[src/hdl/dfp_pkg.sv]
// ----------------------------------------------------------------------------
// dfp_pkg: shared types and constants for the download frame parser
// Frame header codes, result kinds, the result word type and the
// Modbus CRC-16 byte update.
// ----------------------------------------------------------------------------
package dfp_pkg;

   // frame header bytes
   localparam logic [7:0] HDR_DATA   = 8'hAA;
   localparam logic [7:0] HDR_START  = 8'hAB;
   localparam logic [7:0] HDR_END    = 8'hAC;
   localparam logic [7:0] CMD_SECOND = 8'h01;

   // CRC-16 (Modbus, reflected)
   localparam logic [15:0] CRC_INIT = 16'hFFFF;
   localparam logic [15:0] CRC_POLY = 16'hA001;

   // header / skip field lengths
   localparam logic [7:0] INDEX_BYTES = 8'd3;
   localparam logic [7:0] SKIP_BYTES  = 8'd3;

   // frame type codes
   localparam logic [1:0] FT_NONE  = 2'd0;
   localparam logic [1:0] FT_START = 2'd1;
   localparam logic [1:0] FT_END   = 2'd2;
   localparam logic [1:0] FT_DATA  = 2'd3;

   // result kind codes
   localparam logic [2:0] KIND_PAYLOAD = 3'd0;
   localparam logic [2:0] KIND_START   = 3'd1;
   localparam logic [2:0] KIND_END     = 3'd2;
   localparam logic [2:0] KIND_ACCEPT  = 3'd3;
   localparam logic [2:0] KIND_ORDER   = 3'd4;
   localparam logic [2:0] KIND_CRCERR  = 3'd5;

   typedef struct packed {
      logic [2:0]  kind;
      logic [7:0]  data_byte;
      logic [23:0] block_index;
      logic [7:0]  block_length;
   } rsp_word_type;

   typedef struct packed {
      logic main_valid;
      logic skid_valid;
   } out_status_type;

   // one byte through the CRC: eight shift steps on 16 bits
   function automatic logic [15:0] crc_byte(input logic [15:0] crc, input logic [7:0] b);
      logic [15:0] c;
      c = crc ^ {8'd0, b};
      for (int i = 0; i < 8; i++) begin
         if (c[0]) begin
            c = (c >> 1) ^ CRC_POLY;
         end else begin
            c = c >> 1;
         end
      end
      return c;
   endfunction

endpackage

[src/hdl/dfp_if.sv]
// ----------------------------------------------------------------------------
// dfp_if: valid/ready channels of the download frame parser
// Request channel carries received bytes, response channel carries results.
// ----------------------------------------------------------------------------
interface dfp_req_if;
   logic       valid;
   logic       ready;
   logic [7:0] rx_byte;

   modport source (output valid, output rx_byte, input ready);
   modport sink   (input valid, input rx_byte, output ready);
endinterface

interface dfp_rsp_if;
   logic        valid;
   logic        ready;
   logic [2:0]  kind;
   logic [7:0]  data_byte;
   logic [23:0] block_index;
   logic [7:0]  block_length;

   modport source (output valid, output kind, output data_byte, output block_index,
                   output block_length, input ready);
   modport sink   (input valid, input kind, input data_byte, input block_index,
                   input block_length, output ready);
endinterface

[src/hdl/dfp_parser.sv]
// ----------------------------------------------------------------------------
// dfp_parser: frame state machine and CRC check
// Consumes one byte per accept, updates frame state, flags a result word.
// ----------------------------------------------------------------------------
module dfp_parser (
   input  logic                  clock,
   input  logic                  reset,
   input  logic                  accept,
   input  logic [7:0]            rx_byte,
   output logic                  result_valid,
   output dfp_pkg::rsp_word_type result
);

   typedef enum logic [3:0] {
      PH_HUNT    = 4'd0,
      PH_CMD2    = 4'd1,
      PH_CRCHI   = 4'd2,
      PH_CRCLO   = 4'd3,
      PH_INDEX   = 4'd4,
      PH_SKIP    = 4'd5,
      PH_LEN     = 4'd6,
      PH_PAYLOAD = 4'd7
   } phase_type;

   phase_type   phase_ff, phase_in;
   logic [1:0]  ftype_ff, ftype_in;
   logic [7:0]  count_ff, count_in;
   logic [15:0] crc_ff, crc_in;
   logic [23:0] index_ff, index_in;
   logic [7:0]  length_ff, length_in;
   logic [7:0]  crc_high_ff, crc_high_in;
   logic [23:0] expect_ff, expect_in;

   logic [7:0]  count_inc;
   logic [15:0] crc_step;
   logic [15:0] rx_crc;
   logic        do_hunt;

   assign count_inc = count_ff + 8'd1;
   assign crc_step  = dfp_pkg::crc_byte(crc_ff, rx_byte);
   assign rx_crc    = {crc_high_ff, rx_byte};

   always_comb begin
      phase_in     = phase_ff;
      ftype_in     = ftype_ff;
      count_in     = count_ff;
      crc_in       = crc_ff;
      index_in     = index_ff;
      length_in    = length_ff;
      crc_high_in  = crc_high_ff;
      expect_in    = expect_ff;
      do_hunt      = 1'b0;
      result_valid = 1'b0;
      result       = '0;

      case (phase_ff)
         PH_CMD2: begin
            if (rx_byte == dfp_pkg::CMD_SECOND) begin
               crc_in   = crc_step;
               phase_in = PH_CRCHI;
            end else begin
               do_hunt = 1'b1;   // re-examine this byte as a header
            end
         end
         PH_INDEX: begin
            crc_in   = crc_step;
            index_in = {index_ff[15:0], rx_byte};
            count_in = count_inc;
            if (count_inc >= dfp_pkg::INDEX_BYTES) begin
               count_in = 8'd0;
               phase_in = PH_SKIP;
            end
         end
         PH_SKIP: begin
            crc_in   = crc_step;
            count_in = count_inc;
            if (count_inc >= dfp_pkg::SKIP_BYTES) begin
               count_in = 8'd0;
               phase_in = PH_LEN;
            end
         end
         PH_LEN: begin
            crc_in    = crc_step;
            length_in = rx_byte;
            count_in  = 8'd0;
            phase_in  = (rx_byte == 8'd0) ? PH_CRCHI : PH_PAYLOAD;
         end
         PH_PAYLOAD: begin
            crc_in   = crc_step;
            count_in = count_inc;
            if (count_inc >= length_ff) begin
               phase_in = PH_CRCHI;
            end
            result_valid     = 1'b1;
            result.kind      = dfp_pkg::KIND_PAYLOAD;
            result.data_byte = rx_byte;
         end
         PH_CRCHI: begin
            crc_high_in = rx_byte;
            phase_in    = PH_CRCLO;
         end
         PH_CRCLO: begin
            phase_in     = PH_HUNT;
            count_in     = 8'd0;
            result_valid = 1'b1;
            if (ftype_ff == dfp_pkg::FT_DATA) begin
               result.block_index  = index_ff;
               result.block_length = length_ff;
               if (rx_crc != crc_ff) begin
                  result.kind = dfp_pkg::KIND_CRCERR;
               end else if (index_ff == expect_ff) begin
                  expect_in   = expect_ff + {16'd0, length_ff};
                  result.kind = dfp_pkg::KIND_ACCEPT;
               end else begin
                  result.kind = dfp_pkg::KIND_ORDER;
               end
            end else if (rx_crc != crc_ff) begin
               result.kind = dfp_pkg::KIND_CRCERR;
            end else if (ftype_ff == dfp_pkg::FT_START) begin
               result.kind = dfp_pkg::KIND_START;
            end else begin
               result.kind = dfp_pkg::KIND_END;
            end
         end
         default: begin
            do_hunt = 1'b1;
         end
      endcase

      if (do_hunt) begin
         phase_in = PH_HUNT;
         if (rx_byte == dfp_pkg::HDR_DATA || rx_byte == dfp_pkg::HDR_START ||
             rx_byte == dfp_pkg::HDR_END) begin
            crc_in      = dfp_pkg::crc_byte(dfp_pkg::CRC_INIT, rx_byte);
            count_in    = 8'd0;
            index_in    = 24'd0;
            length_in   = 8'd0;
            crc_high_in = 8'd0;
            if (rx_byte == dfp_pkg::HDR_DATA) begin
               ftype_in = dfp_pkg::FT_DATA;
               phase_in = PH_INDEX;
            end else begin
               ftype_in = (rx_byte == dfp_pkg::HDR_START) ? dfp_pkg::FT_START
                                                          : dfp_pkg::FT_END;
               phase_in = PH_CMD2;
            end
         end
      end
   end

   always_ff @(posedge clock) begin
      if (reset) begin
         phase_ff    <= PH_HUNT;
         ftype_ff    <= dfp_pkg::FT_NONE;
         count_ff    <= 8'd0;
         crc_ff      <= dfp_pkg::CRC_INIT;
         index_ff    <= 24'd0;
         length_ff   <= 8'd0;
         crc_high_ff <= 8'd0;
         expect_ff   <= 24'd0;
      end else if (accept) begin
         phase_ff    <= phase_in;
         ftype_ff    <= ftype_in;
         count_ff    <= count_in;
         crc_ff      <= crc_in;
         index_ff    <= index_in;
         length_ff   <= length_in;
         crc_high_ff <= crc_high_in;
         expect_ff   <= expect_in;
      end
   end

endmodule

[src/hdl/dfp_out_stage.sv]
// ----------------------------------------------------------------------------
// dfp_out_stage: result register with skid entry
// Holds result words for the response channel; input side stays open
// while one word waits.
// ----------------------------------------------------------------------------
module dfp_out_stage (
   input  logic                    clock,
   input  logic                    reset,
   input  logic                    push,
   input  dfp_pkg::rsp_word_type   push_word,
   output logic                    in_ready,
   output logic                    out_valid,
   input  logic                    out_ready,
   output dfp_pkg::rsp_word_type   out_word,
   output dfp_pkg::out_status_type status
);

   logic                  main_valid_ff;
   logic                  skid_valid_ff;
   dfp_pkg::rsp_word_type main_ff;
   dfp_pkg::rsp_word_type skid_ff;

   assign in_ready          = !skid_valid_ff;
   assign out_valid         = main_valid_ff;
   assign out_word          = main_ff;
   assign status.main_valid = main_valid_ff;
   assign status.skid_valid = skid_valid_ff;

   // control
   always_ff @(posedge clock) begin
      if (reset) begin
         main_valid_ff <= 1'b0;
         skid_valid_ff <= 1'b0;
      end else if (!main_valid_ff || out_ready) begin
         if (skid_valid_ff) begin
            main_valid_ff <= 1'b1;
            skid_valid_ff <= 1'b0;
         end else begin
            main_valid_ff <= push;
         end
      end else if (push) begin
         skid_valid_ff <= 1'b1;
      end
   end

   // payload
   always_ff @(posedge clock) begin
      if (!main_valid_ff || out_ready) begin
         main_ff <= skid_valid_ff ? skid_ff : push_word;
      end else if (push) begin
         skid_ff <= push_word;
      end
   end

endmodule

[src/hdl/download_frame_parser_top.sv]
// ----------------------------------------------------------------------------
// download_frame_parser_top: framed download parser with CRC-16 check
// Parses start, end and data-block frames from a byte stream.
// ----------------------------------------------------------------------------
// Usage:
//  - req_if carries one received serial byte per word (rx_byte).
//  - rsp_if carries zero or one result word per byte: payload bytes as they
//    arrive, then start/end/accept/out-of-order/crc-error at frame end.
//  - A byte is taken on any cycle with req_if.valid and req_if.ready high;
//    one byte per cycle sustained while req_if.ready is high, with the CRC
//    byte update and field capture done for each byte in the parser.
//  - Each result word is registered in the output stage before rsp_if shows it.
//  - When the receiver stalls, one result waits in the output register and
//    a second in a skid entry; req_if.ready drops only while the skid entry
//    is full, so no word is lost or repeated.
//  - Reset (synchronous, active high) puts the parser in header hunt with
//    CRC 0xFFFF and expected block index zero, and empties the output.
//  - After any failure the parser hunts for the next header byte.
// ----------------------------------------------------------------------------
module download_frame_parser_top (
   input  logic      clock,
   input  logic      reset,
   dfp_req_if.sink   req_if,
   dfp_rsp_if.source rsp_if
);

   logic                    accept;
   logic                    result_valid;
   logic                    stage_ready;
   dfp_pkg::rsp_word_type   result;
   dfp_pkg::rsp_word_type   out_word;
   dfp_pkg::out_status_type out_status;

   // byte handshake
   assign accept       = req_if.valid && stage_ready;
   assign req_if.ready = stage_ready;

   dfp_parser u_parser (
      .clock        (clock),
      .reset        (reset),
      .accept       (accept),
      .rx_byte      (req_if.rx_byte),
      .result_valid (result_valid),
      .result       (result)
   );

   // result words go to the registered output with skid
   dfp_out_stage u_out (
      .clock     (clock),
      .reset     (reset),
      .push      (accept && result_valid),
      .push_word (result),
      .in_ready  (stage_ready),
      .out_valid (rsp_if.valid),
      .out_ready (rsp_if.ready),
      .out_word  (out_word),
      .status    (out_status)
   );

   assign rsp_if.kind         = out_word.kind;
   assign rsp_if.data_byte    = out_word.data_byte;
   assign rsp_if.block_index  = out_word.block_index;
   assign rsp_if.block_length = out_word.block_length;

   // skid entry only fills behind a full output register
   a_skid_behind_main : assert property (@(posedge clock) disable iff (reset)
      out_status.skid_valid |-> out_status.main_valid)
      else $error("skid entry valid with empty output register");

   // input side blocked only while a result is pending
   a_stall_has_cause : assert property (@(posedge clock) disable iff (reset)
      !req_if.ready |-> rsp_if.valid)
      else $error("input stalled with no pending result");

   // a byte that yields a result leaves rsp_if.valid high on the next cycle
   a_result_shows : assert property (@(posedge clock) disable iff (reset)
      (accept && result_valid) |=> rsp_if.valid)
      else $error("result word lost after accepted byte");

   // only defined result kinds leave the block
   a_kind_range : assert property (@(posedge clock) disable iff (reset)
      rsp_if.valid |-> (rsp_if.kind <= dfp_pkg::KIND_CRCERR))
      else $error("undefined result kind");

endmodule

[src/flat_wrapper.sv]
// flat-port wrapper written by rule: the top's interface ports become plain ports
module download_frame_parser_top_flat 
  (clock, reset, req_if_valid, req_if_rx_byte, req_if_ready, rsp_if_valid, rsp_if_kind, rsp_if_data_byte, rsp_if_block_index, rsp_if_block_length, rsp_if_ready);
  dfp_req_if req_if_i ();
  dfp_rsp_if rsp_if_i ();
  input  logic clock;
  input  logic reset;
  input wire logic [$bits(req_if_i.valid)-1:0] req_if_valid;
  input wire logic [$bits(req_if_i.rx_byte)-1:0] req_if_rx_byte;
  output wire logic [$bits(req_if_i.ready)-1:0] req_if_ready;
  output wire logic [$bits(rsp_if_i.valid)-1:0] rsp_if_valid;
  output wire logic [$bits(rsp_if_i.kind)-1:0] rsp_if_kind;
  output wire logic [$bits(rsp_if_i.data_byte)-1:0] rsp_if_data_byte;
  output wire logic [$bits(rsp_if_i.block_index)-1:0] rsp_if_block_index;
  output wire logic [$bits(rsp_if_i.block_length)-1:0] rsp_if_block_length;
  input wire logic [$bits(rsp_if_i.ready)-1:0] rsp_if_ready;
  assign req_if_i.valid = req_if_valid;
  assign req_if_i.rx_byte = req_if_rx_byte;
  assign req_if_ready = req_if_i.ready;
  assign rsp_if_valid = rsp_if_i.valid;
  assign rsp_if_kind = rsp_if_i.kind;
  assign rsp_if_data_byte = rsp_if_i.data_byte;
  assign rsp_if_block_index = rsp_if_i.block_index;
  assign rsp_if_block_length = rsp_if_i.block_length;
  assign rsp_if_i.ready = rsp_if_ready;
  download_frame_parser_top u_core (.clock(clock), .reset(reset), .req_if(req_if_i), .rsp_if(rsp_if_i));
endmodule
[config.mk]
export PLATFORM = sky130hd
export DESIGN_NAME = download_frame_parser_top_flat
export DESIGN_NICKNAME = d
export VERILOG_FILES = /design/src/hdl/dfp_pkg.sv /design/src/hdl/dfp_if.sv /design/src/hdl/dfp_parser.sv /design/src/hdl/dfp_out_stage.sv /design/src/hdl/download_frame_parser_top.sv /design/src/flat_wrapper.sv
export SDC_FILE = /design/constraint.sdc
export NUM_CORES = 1
export LEC_CHECK = 0
export BUFFER_PORTS_ARGS = -buffer_cell sky130_fd_sc_hd__buf_2
export CAP_MARGIN = 5
export CORE_UTILIZATION = 55
export CTS_CLUSTER_DIAMETER = 150
export DETAILED_ROUTE_END_ITERATION = 7
export PLACE_DENSITY = 0.73
export RECOVER_POWER = 25
export SLEW_MARGIN = 10
export SYNTH_ARGS = -nofsm -noshare
export SYNTH_HDL_FRONTEND = slang
export SYNTH_SLANG_ARGS = --single-unit
[constraint.sdc]
create_clock -name clock -period 8.7 [get_ports clock]
set_clock_uncertainty 0.2 [all_clocks]
set_input_delay 0.435 -clock clock [delete_from_list [all_inputs] [get_ports clock]]
set_output_delay 0.435 -clock clock [all_outputs]
set_load 0.01 [all_outputs]
# [Word-level counts from Yosys, hierarchy flattened]
# Index checks and enable logic that the tools add are counted.
# Widths: inputs -> output; s select.
[totals] register_bits=182 latchBits=0 mem_bits_rw=0 rom_bits=0 out_inout_bits=45 word_cells=152 memories=0
[op_classes] add_sub_neg=2 mul=0 n_div=0 order_cmp=2 n_eq_ne=19 shift=0 mux=72 bitwise_logic=20 n_reduce_logical=19
[op_table] op="$mux 16" count=33
[op_table] op="$mux 8" count=10
[op_table] op="$mux 24" count=3
[op_table] op="$mux 32" count=2
[op_table] op="$not 2->3" count=16
[op_table] op="$mux 43" count=1
[op_table] op="$pmux 16 s2" count=1
[op_table] op="$pmux 4 s7" count=1
[op_table] op="$add 24x8->24" count=1
[op_table] op="$eq 24x24->1" count=1
[op_table] op="$eq 8x8->1 const B" count=3
[op_table] op="$mux 3" count=8
[op_table] op="$pmux 8 s3" count=1
[op_table] op="$mux 4" count=5
[op_table] op="$eq 4x3->1 const B" count=4
[op_table] op="$ne 16x16->1" count=1
[op_table] op="$not 8->16" count=1
[op_table] op="$xor 16x8->16" count=1
[op_table] op="$ne 3x3->1 const B" count=4
[op_table] op="$add 8x1->8 const B" count=1
[op_table] op="$eq 4x2->1 const B" count=2
[op_table] op="$eq 8x1->1 const B" count=1
[op_table] op="$ge 8x2->1 const B" count=1
[op_table] op="$ge 8x8->1" count=1
[op_table] op="19 further kinds" count=31

# [Logic depth before layout (Yosys ltp)]
# Gate-level depths: netlist of the first run.
[logic_depth] ltp_word=33 depth_mapped=11 depth_no_buf=10

# [By module]
# From an unflattened synthesis of the first run, not the netlist that was laid out.
[hier_totals] cells_unflattened=870 area_unflattened_um2=9155.0
[by_module_without_submodules] module="dfp_parser" instances=1 cells_per_inst=723 area_per_inst_um2=5755.5
[by_module_without_submodules] module="dfp_out_stage" instances=1 cells_per_inst=145 area_per_inst_um2=3387.0
[by_module_without_submodules] module="download_frame_parser_top" instances=1 cells_per_inst=2 area_per_inst_um2=12.5

# [Worst setup path before layout of the first run]
# Ideal clock, no wire load.
[synth_path] path_type="input to register" startpoint="input rsp_if_ready" endpoint="register u_core.u_out.skid_ff[0] in the netlist's numbering, enable pin" t_arrival_ps=4600 t_required_ps=8003 slack_ps=3404 path_stages=2 path_buffers=0 cell_sequence="nand2b_1 > nor3_1"
[synth_between] elab_chain_cells=3
[synth_rtl] item="start: declaration" line="flat_wrapper.sv:16" text="input wire logic [$bits(rsp_if_i.ready)-1:0] rsp_if_ready;"
[synth_rtl] item="$logic_or 1x1->1" line="dfp_out_stage.sv:48" text="if (!main_valid_ff || out_ready) begin"
[synth_rtl] item="$not 1->1 (no line)"
[synth_rtl] item="$reduce_and 2->1 (no line)"
[synth_rtl] item="end signal: assignment" line="dfp_out_stage.sv:51" text="skid_ff <= push_word;"
[synth_rtl] item="end: declaration" line="dfp_out_stage.sv:21" text="dfp_pkg::rsp_word_type skid_ff;"
# No other way between the ends.
# A chain may end at the register's enable or synchronous reset.

# [Final worst setup path of the first run]
[layout_path] startpoint="register u_core.u_out.skid_valid_ff" endpoint="register u_core.u_parser.length_ff[6]"
[layout_between] elab_chain_cells=2
[layout_rtl] item="start: declaration" line="dfp_out_stage.sv:19" text="logic skid_valid_ff;"
[layout_rtl] item="start signal: assignment" line="dfp_out_stage.sv:33" text="skid_valid_ff <= 1'b0;"
[layout_rtl] item="start signal: assignment" line="dfp_out_stage.sv:37" text="skid_valid_ff <= 1'b0;"
[layout_rtl] item="start signal: assignment" line="dfp_out_stage.sv:42" text="skid_valid_ff <= 1'b1;"
[layout_rtl] item="$logic_not 1->1" line="dfp_out_stage.sv:23" text="assign in_ready = !skid_valid_ff;"
[layout_rtl] item="$logic_and 1x1->1" line="download_frame_parser_top.sv:35" text="assign accept = req_if.valid && stage_ready;"
[layout_rtl] item="end signal: assignment" line="dfp_parser.sv:167" text="length_ff <= length_in;"
[layout_rtl] item="end: declaration" line="dfp_parser.sv:30" text="logic [7:0] length_ff, length_in;"
# No other way between the ends.

==> results by group, run 1 <==
Route
  • Detailed Route WL: 19,900 um
  • DRC errors left: 0
  • Routed Antenna Nets: 0
  • Drt pass-1 iters: 5
  • DR iter-0 viols: 587
  • Routed vias/inst: 5.79
  • Vias post-DR: ~6,600
  • Average wire per standard cell: approximately 17 um

CTS
  • Worst skew pair latency: between 0.4 and 0.5 ns
  • CTS-repair resized insts: 0
  • Clk slew on worst S/H paths: 0.07 ns
  • Clock sinks: approximately 180
  • Post-CTS setup buffer count: 0
  • CTS Buffer Depth: 2
  • Root buf cell: clkbuf_16
  • H-tree levels: 4
  • CTS buffer count: 17
  • CTS tree: done
  • CTS Hold Buffers Added: 0

Pwr
  • Power Dens Cells: between 150 and 200 nW/um^2
  • LEAKAGE: around 3.8 nW
  • Comb power frac: about 3.6%
  • Seq pwr share: a little over half
  • Net switching power: a little under 0.4 mW
  • Sw frac: between 20% and 30%
  • Peak supply drop: 145 uV
  • Internal Pwr Total: between 1 and 1.5 mW
  • Clock share of power: roughly 44%
  • Power, Total: around 1.7 mW

Cells and area
  • Area growth from synthesis to layout: 10.8%
  • Fin util: 62.4%
  • # diodes: 0
  • Fill cells: roughly 1,300
  • Layout net count: roughly 970
  • Layout cell share with drive strength beyond 1: about an eighth
  • Design area: approximately 9900 sq um

Floorplanning
  • Total die area: 16,800 sq um
  • # rows: 46
  • Starting density of the core: between 50% and 60%
  • Die width: roughly 130 um
  • Die height: 130 um
  • Core area: around 16,000 sq um
  • Io pins: between 50 and 60

Yosys
  • Syn_nets: roughly 900
  • Syn Inst Count: ~880
  • Syn_area_per_cell: 10.2 sq um
  • Area of the mapped netlist: about 9000 sq um
  • EDFF count, synth: 86
  • Top FF cell, synth: dfxtp_1
  • Fraction of registers with async set or reset after synthesis: 0%
  • Synth Register Bits: approximately 180
  • Post-synthesis cell type count: 61
  • Warnings from Yosys: 0
  • Register area share after synthesis: approximately 50%

Placed design
  • Final GP Congestion: between 0.9 and 1
  • PortBufs: 56
  • Placed cell area: between 9000 and 10,000 sq um
  • Post-DP HPWL: approximately 14,000 um

Timing
  • Hold Vio Cnt, Final: 0
  • Sum Neg Setup Slack: 0 ns
  • Least-Margin Pin Slew: approximately 2.4 ns
  • Min Tclk post-route: around 3.5 ns
  • Fin crit share: between 40% and 50%
  • Worst hold slack: 0.128 ns
  • Slew Limit Fails: between 40 and 50
  • RSZ-0062 raised after global routing: no
  • Worst slew margin: -63.2%
  • Max Fclk: around 0.29 GHz
  • Final Setup Violations: 0

GRT
  • Gr ovfl total: 0
  • First-pass GRT wire length: ~32,000 um
  • Antenna violations before repair: 0
  • Tot GR Track Use: 25.0%
  • Vias in the first global route: 6,060
  • Pin count of the biggest net entering global routing: a little over 60

Outcome
  • Outcome: complete, but fails checks
  • Violated checks: capacitance limit, slew limit

Worst setup path
  • WP data required: just under 9 ns
  • FF-to-FF Start: u_core.u_out.skid_valid_ff$_SDFFE_PP0P_
  • CP max FO: 34
  • Setup CP Type: flip-flop to flip-flop
  • Arr. time, crit path: 3.60 ns
  • Crit. End Element: flip-flop
  • CP Launch Point: u_core.u_out.skid_valid_ff$_SDFFE_PP0P_
  • CP Launch Type: flip-flop

Min path
  • Hold Path Class: primary input to flip-flop
  • Hold Crit Start: req_if_rx_byte[6]

Run
  • Max_cap viols: 1
## layer usage
metal / GRT usage, % / share of wire [%]
met4: 8.48 / 1.6
met5: 0 / 0
met3: 4.91 / 6.3
met2: 36.9 / 44
met1: 36.7 / 48
## cell usage after synthesis (5+ instances only)
| cell | instances | share of area, % |
|---|---|---|
| o22ai_1 | 5 | 0.35 |
| ha_1 | 33 | 4.6 |
| nor2b_1 | 7 | 0.49 |
| a22oi_1 | 8 | 0.67 |
| or4_1 | 14 | 1.2 |
| buf_1 | 5 | 0.21 |
| o31ai_1 | 26 | 2.2 |
| nand4_1 | 11 | 0.77 |
| a21oi_1 | 70 | 3.9 |
| o21ai_0 | 18 | 1.0 |
| mux2i_1 | 12 | 1.3 |
| edfxtp_1 | 86 | 29 |
| xor2_1 | 44 | 4.3 |
| dfxtp_1 | 95 | 21 |
| mux2_2 | 36 | 4.5 |
| nand2b_1 | 7 | 0.49 |
| nand3_1 | 21 | 1.2 |
| nor2_1 | 73 | 3.1 |
| nor3_1 | 25 | 1.4 |
| clkbuf_1 | 36 | 1.5 |
| and2_1 | 26 | 1.8 |
| xnor2_1 | 22 | 2.2 |
| nand2_1 | 95 | 4.0 |
| inv_1 | 33 | 1.4 |
## path summary, 6_finish.rpt
path | end | slack [ns] | depth (start not counted)
setup / recovery | u_core.u_parser.length_ff[6]$_SDFFE_PP0P_ | 5.19 | 6
hold / removal | u_core.u_parser.index_ff[6]$_SDFFE_PP0P_ | 0.13 | 3
setup reg to reg | u_core.u_parser.length_ff[6]$_SDFFE_PP0P_ | 5.19 | 6
hold reg to reg | u_core.u_parser.index_ff[22]$_SDFFE_PP0P_ | 0.29 | 2
## sequential cells by signal, indices dropped and copies added, names as in the netlist
name / flops
u_core.u_out.skid_ff: 43
u_core.u_parser.phase_ff: 3
u_core.u_parser.expect_ff: 24
u_core.u_parser.length_ff: 8
u_core.u_parser.index_ff: 24
u_core.u_out.out_word: 43
u_core.u_parser.crc_ff: 16
u_core.u_parser.crc_high_ff: 8
u_core.u_out.out_valid: 1
u_core.u_parser.ftype_ff: 2
u_core.u_parser.count_ff: 8
u_core.u_out.skid_valid_ff: 1
## area by class of cell
class / instances / area, sq um / area share, %
multi-input cells: 621 / 4170 / 42.1
well taps: 216 / 270 / 2.73
inverters: 34 / 128 / 1.29
flip-flops and latches: 181 / 4480 / 45.3
clock inverters: 14 / 135 / 1.36
repair buffers: 64 / 295 / 2.98
clock buffers: 17 / 425 / 4.29
## layout by cell type (no fill, tap or decap), drive strengths merged, types with 3 or more instances in the layout
master    netlist  layout
nand2          95      95
dfxtp          95      95
edfxtp         86      86
nor2           73      73
a21oi          70      70
clkbuf         36      51
xor2           44      44
inv            33      41
mux2           36      36
ha             33      33
buf             7      30
and2           26      26
o31ai          26      26
nor3           26      26
xnor2          22      22
nand3          21      21
o21ai          19      19
or4            15      15
mux2i          12      12
nand4          12      12
a22oi           8       8
nor4            8       8
nor2b           7       7
nand2b          7       7
o22ai           5       5
nand3b          5       5
and4            4       4
a21o            4       4
or3             4       4
clkinvlp        0       4
and3            3       3
or2             3       3
clkinv          1       3
## cells by family after synthesis
kind of cell             after synthesis  synth area share (%)
multiplexers                          48                  5.88
adder cells (fa/ha/maj)               34                  4.84
AO/OA/AOI/OAI                        159                  11.1
buffers and inverters                 77                  3.40
AND/OR/NAND/NOR                      311                  17.5
XOR/XNOR                              69                  7.23
flip-flops                           181                  50.1
## worst max-delay path, stage by stage (launching register included)
cell	delay [ns]
dfxtp_1	0.58
clkinv_1	0.11
buf_4	0.40
nand2_1	0.61
nor4_2	1.12
mux2i_1	0.28
nor2_1	0.05
## per-stage QoR
stage / cells / worst slack (ns)
2_1_floorplan: 879 / 3.40
3_3_place_gp: 1116 / 5.32
3_5_place_dp: 1116 / 5.24
4_1_cts: 1147 / 5.25
5_1_grt: 1147 / 4.89
6_report: 1147 / 5.19
## power by group through the flow
stage               sequential (mW)  combinational [mW]  clock, mW
finish                        0.884              0.0613      0.735
global route                  0.884              0.0663      0.777
CTS                           0.884              0.0604      0.741
detailed placement            0.904              0.0601          0
global placement              0.904              0.0600          0
floorplan                     0.903              0.0432          0
No activity file was read; power rests on OpenSTA's default activity.
==> run 2: changes to the inputs <==
==> constraint.sdc (replaced) <==
create_clock -name clock -period 3.4 [get_ports clock]
set_clock_uncertainty 0.2 [all_clocks]
set_input_delay 0.17 -clock clock [delete_from_list [all_inputs] [get_ports clock]]
set_output_delay 0.17 -clock clock [all_outputs]
set_load 0.01 [all_outputs]
==> run 2 against run 1 <==
  * The run still ends with capacitance limit, slew limit left
  * Clock power rose to 2.7 times the previous value
  * Via count rose by 2.0%
  * Power rose to 2.6 times the previous value
  * Global-route usage increased by 1.1 points
  * Critical path depth increased by 4
  * Die area did not move
  * Routed wire length is 7.1% higher
  * Combinational power rose to 2.8 times the previous value
  * Critical path type is now primary input to flip-flop
  * Clock-buffer cell count up 1
  * Core utilization is 1.4 points higher
==> results by group, run 2 (synthesis gave the netlist of run 1 again) <==
Outcome
  • Outcome: complete, but fails checks (unchanged)
  • Violated checks: capacitance limit, slew limit (unchanged)

Cells and area
  • Cell Count, Final, Fillers Out: 1,167 (was 1,147)
  • Layout cell share with drive strength beyond 1: 12.3% (was 12.4%)
  • Area of the multi-input gates: 4210 sq um (was 4170 sq um)
  • Fin util: 63.8% (was 62.4%)
  • # diodes: 0 (unchanged)
  • Layout net count: 984 (was 965)
  • Sequential cell area: 4480 sq um (unchanged)
  • Area growth from synthesis to layout: 13.3% (was 10.8%)
  • Fill cells: 1,327 (was 1,300)
  • Commonest cells after routing, fill and taps aside: 95 x nand2_1, 95 x dfxtp_1, 86 x edfxtp_1, 73 x nor2_1, 70 x a21oi_1 (unchanged)
  • Design area: 10,100 sq um (was 9910 sq um)

CTS
  • CTS buffer count: 17 (unchanged)
  • Clock sinks: 181 (unchanged)
  • Post-CTS setup buffer count: 0 (unchanged)
  • CTS tree: done (unchanged)
  • H-tree levels: 4 (unchanged)
  • Clk slew on worst S/H paths: 0.07 ns (about the same)
  • Root buf cell: clkbuf_16 (unchanged)
  • CTS Buffer Depth: 2 (unchanged)
  • Worst skew pair latency: 0.44 ns (was 0.43 ns)

Floorplanning
  • Die height: 130 um (unchanged)
  • Total die area: 16,800 sq um (unchanged)
  • Core area: 15,900 sq um (unchanged)
  • Io pins: 57 (unchanged)
  • Starting density of the core: 56.3% (unchanged)
  • Die width: 130 um (unchanged)
  • # rows: 46 (unchanged)

Pwr
  • LEAKAGE: 3.95 nW (was 3.82 nW)
  • Power Dens Cells: 436 nW/um^2 (was 170 nW/um^2)
  • Power, Total: 4.41 mW (was 1.68 mW)
  • Peak supply drop: 377 uV (was 145 uV)

Worst setup path
  • Crit. End Element: flip-flop (unchanged)
  • Slowest-stage cell, CP: or4_1 (was nor4_2)
  • WP data required: 3.53 ns (was 8.79 ns)
  • Largest stage delay, worst path: 0.61 ns (was 1.12 ns)
  • CP top delay family: simple AND/OR/NAND/NOR gates (unchanged)
  • WP buf/inv: 2 (unchanged)
  • Arr. time, crit path: 3.31 ns (was 3.60 ns)
  • CP Launch Type: primary input (was flip-flop)
  • Setup CP Type: primary input to flip-flop (was flip-flop to flip-flop)
  • CP max FO: 7 (was 34)
  • Crit path cell chain: dlygate4sd3_1, buf_2, xnor2_2, ha_1, nand4_1, nor4_4, nand3_1, or4_1, nor4bb_1, mux2_2 (was clkinv_1, buf_4, nand2_1, nor4_2, mux2i_1, nor2_1)

Route
  • Drt pass-1 iters: 5 (unchanged)
  • Detailed Route WL: 21,400 um (was 19,900 um)
  • DRC errors left: 0 (unchanged)
  • Vias post-DR: 6,773 (was 6,643)
  • Routed vias/inst: 5.80 (was 5.79)
  • Routed Antenna Nets: 0 (unchanged)
  • Average wire per standard cell: 18.3 um (was 17.4 um)
  • DR iter-0 viols: 593 (was 587)

Placed design
  • Cells after DPL: 1,125 (was 1,116)
  • PortBufs: 56 (unchanged)
  • Final GP Congestion: 0.944 (was 0.921)
  • DP Worst Slack: 0.240 ns (was 5.24 ns)
  • Post-DP HPWL: 14,600 um (was 13,800 um)
  • Placed cell area: 9470 sq um (was 9390 sq um)

Run
  • Max_cap viols: 1 (unchanged)

GRT
  • First-pass GRT wire length: 32,800 um (was 32,100 um)
  • GRT met2 Usage: 39.2% (was 36.9%)
  • Met3 Resource Use GR: 5.90% (was 4.91%)
  • Vias in the first global route: 6,129 (was 6,060)
  • Most used routing layer: met2 (unchanged)
  • Antenna violations before repair: 0 (unchanged)
  • Pin count of the biggest net entering global routing: 60 (was 61)
  • Gr ovfl total: 0 (unchanged)
  • Tot GR Track Use: 26.1% (was 25.0%)
  • Met1 Resource Use GR: 37.5% (was 36.7%)

Timing
  • Sum Neg Setup Slack: 0 ns (unchanged)
  • Final Setup Violations: 0 (unchanged)
  • Min Tclk post-route: ~3.2 ns
  • RSZ-0062 raised after global routing: no (unchanged)
  • Final setup margin: 0.219 ns (was 5.19 ns)
  • Fin crit share: just over 90%
  • Worst slew margin: -56.4% (was -63.2%)
  • Max Fclk: 0.314 GHz
  • Least-Margin Pin Slew: 2.35 ns (was 2.45 ns)
  • Worst hold slack: 0.0172 ns (was 0.128 ns)
  • Slew Limit Fails: 46 (was 47)
  • Hold Vio Cnt, Final: 0 (unchanged)

Min path
  • Hold Path Class: primary input to flip-flop (unchanged)
run 2: cell count changes in the layout (fill, tap and decap cells not counted), moves of 2 or more:
cell | previous run | this run
buf_2 | 23 | 12
clkinvlp_4 | 4 | 2
clkbuf_1 | 34 | 46
dlygate4sd3_1 | 0 | 9
buf_4 | 7 | 15
run 2: worst paths after layout:
path	slack, ns	depth (start not counted)	from	endpoint
setup / recovery	0.22	10	req_if_rx_byte[0]	u_core.u_parser.expect_ff[22]$_SDFFE_PP0P_
hold / removal	0.02	3	rsp_if_ready	u_core.u_out.skid_ff[33]$_DFFE_PP_
setup reg to reg	0.29	8	u_core.u_parser.crc_ff[0]$_SDFFE_PP1P_	u_core.u_parser.expect_ff[22]$_SDFFE_PP0P_
hold reg to reg	0.29	2	u_core.u_parser.crc_ff[1]$_SDFFE_PP1P_	u_core.u_parser.crc_ff[1]$_SDFFE_PP1P_
run 2: what timing repair did:
item	4_1_cts	5_1_grt
hold endpoints to repair	19	0
resized for setup	0	5
endpoints found under the setup margin	0	14
hold buffers	9	0
run 2: layout make-up:
| type | instances | share of cell area (%) |
|---|---|---|
| Sequential cell | 181 | 44.3 |
| Multi-Input combinational cell | 622 | 41.6 |
| Clock buffer | 18 | 4.33 |
| Timing Repair Buffer | 82 | 4.30 |
| Tap cell | 216 | 2.67 |
| Clock inverter | 14 | 1.58 |
| Inverter | 34 | 1.26 |
run 2: report_power, final:
group,leakage (nW),internal (mW),switching (mW)
Sequential,1.65,2.26,0.00251
Combinational,2.01,0.0675,0.103
Clock,0.289,1.06,0.917
run 2: per-layer routing:
layer	share of wire, %	wire length, um
met4	2.0	434
met5	0	0
met2	44	9420
met1	47	10100
met3	6.4	1370
run 2: worst register-to-register path: cells and delay by family (launching register included):
kind / cells / cell delay (ns)
multiplexers: 1 / 0.37
XOR/XNOR: 1 / 0.16
flip-flops: 1 / 0.42
AND/OR/NAND/NOR: 5 / 1.68
adder cells (fa/ha/maj): 1 / 0.18
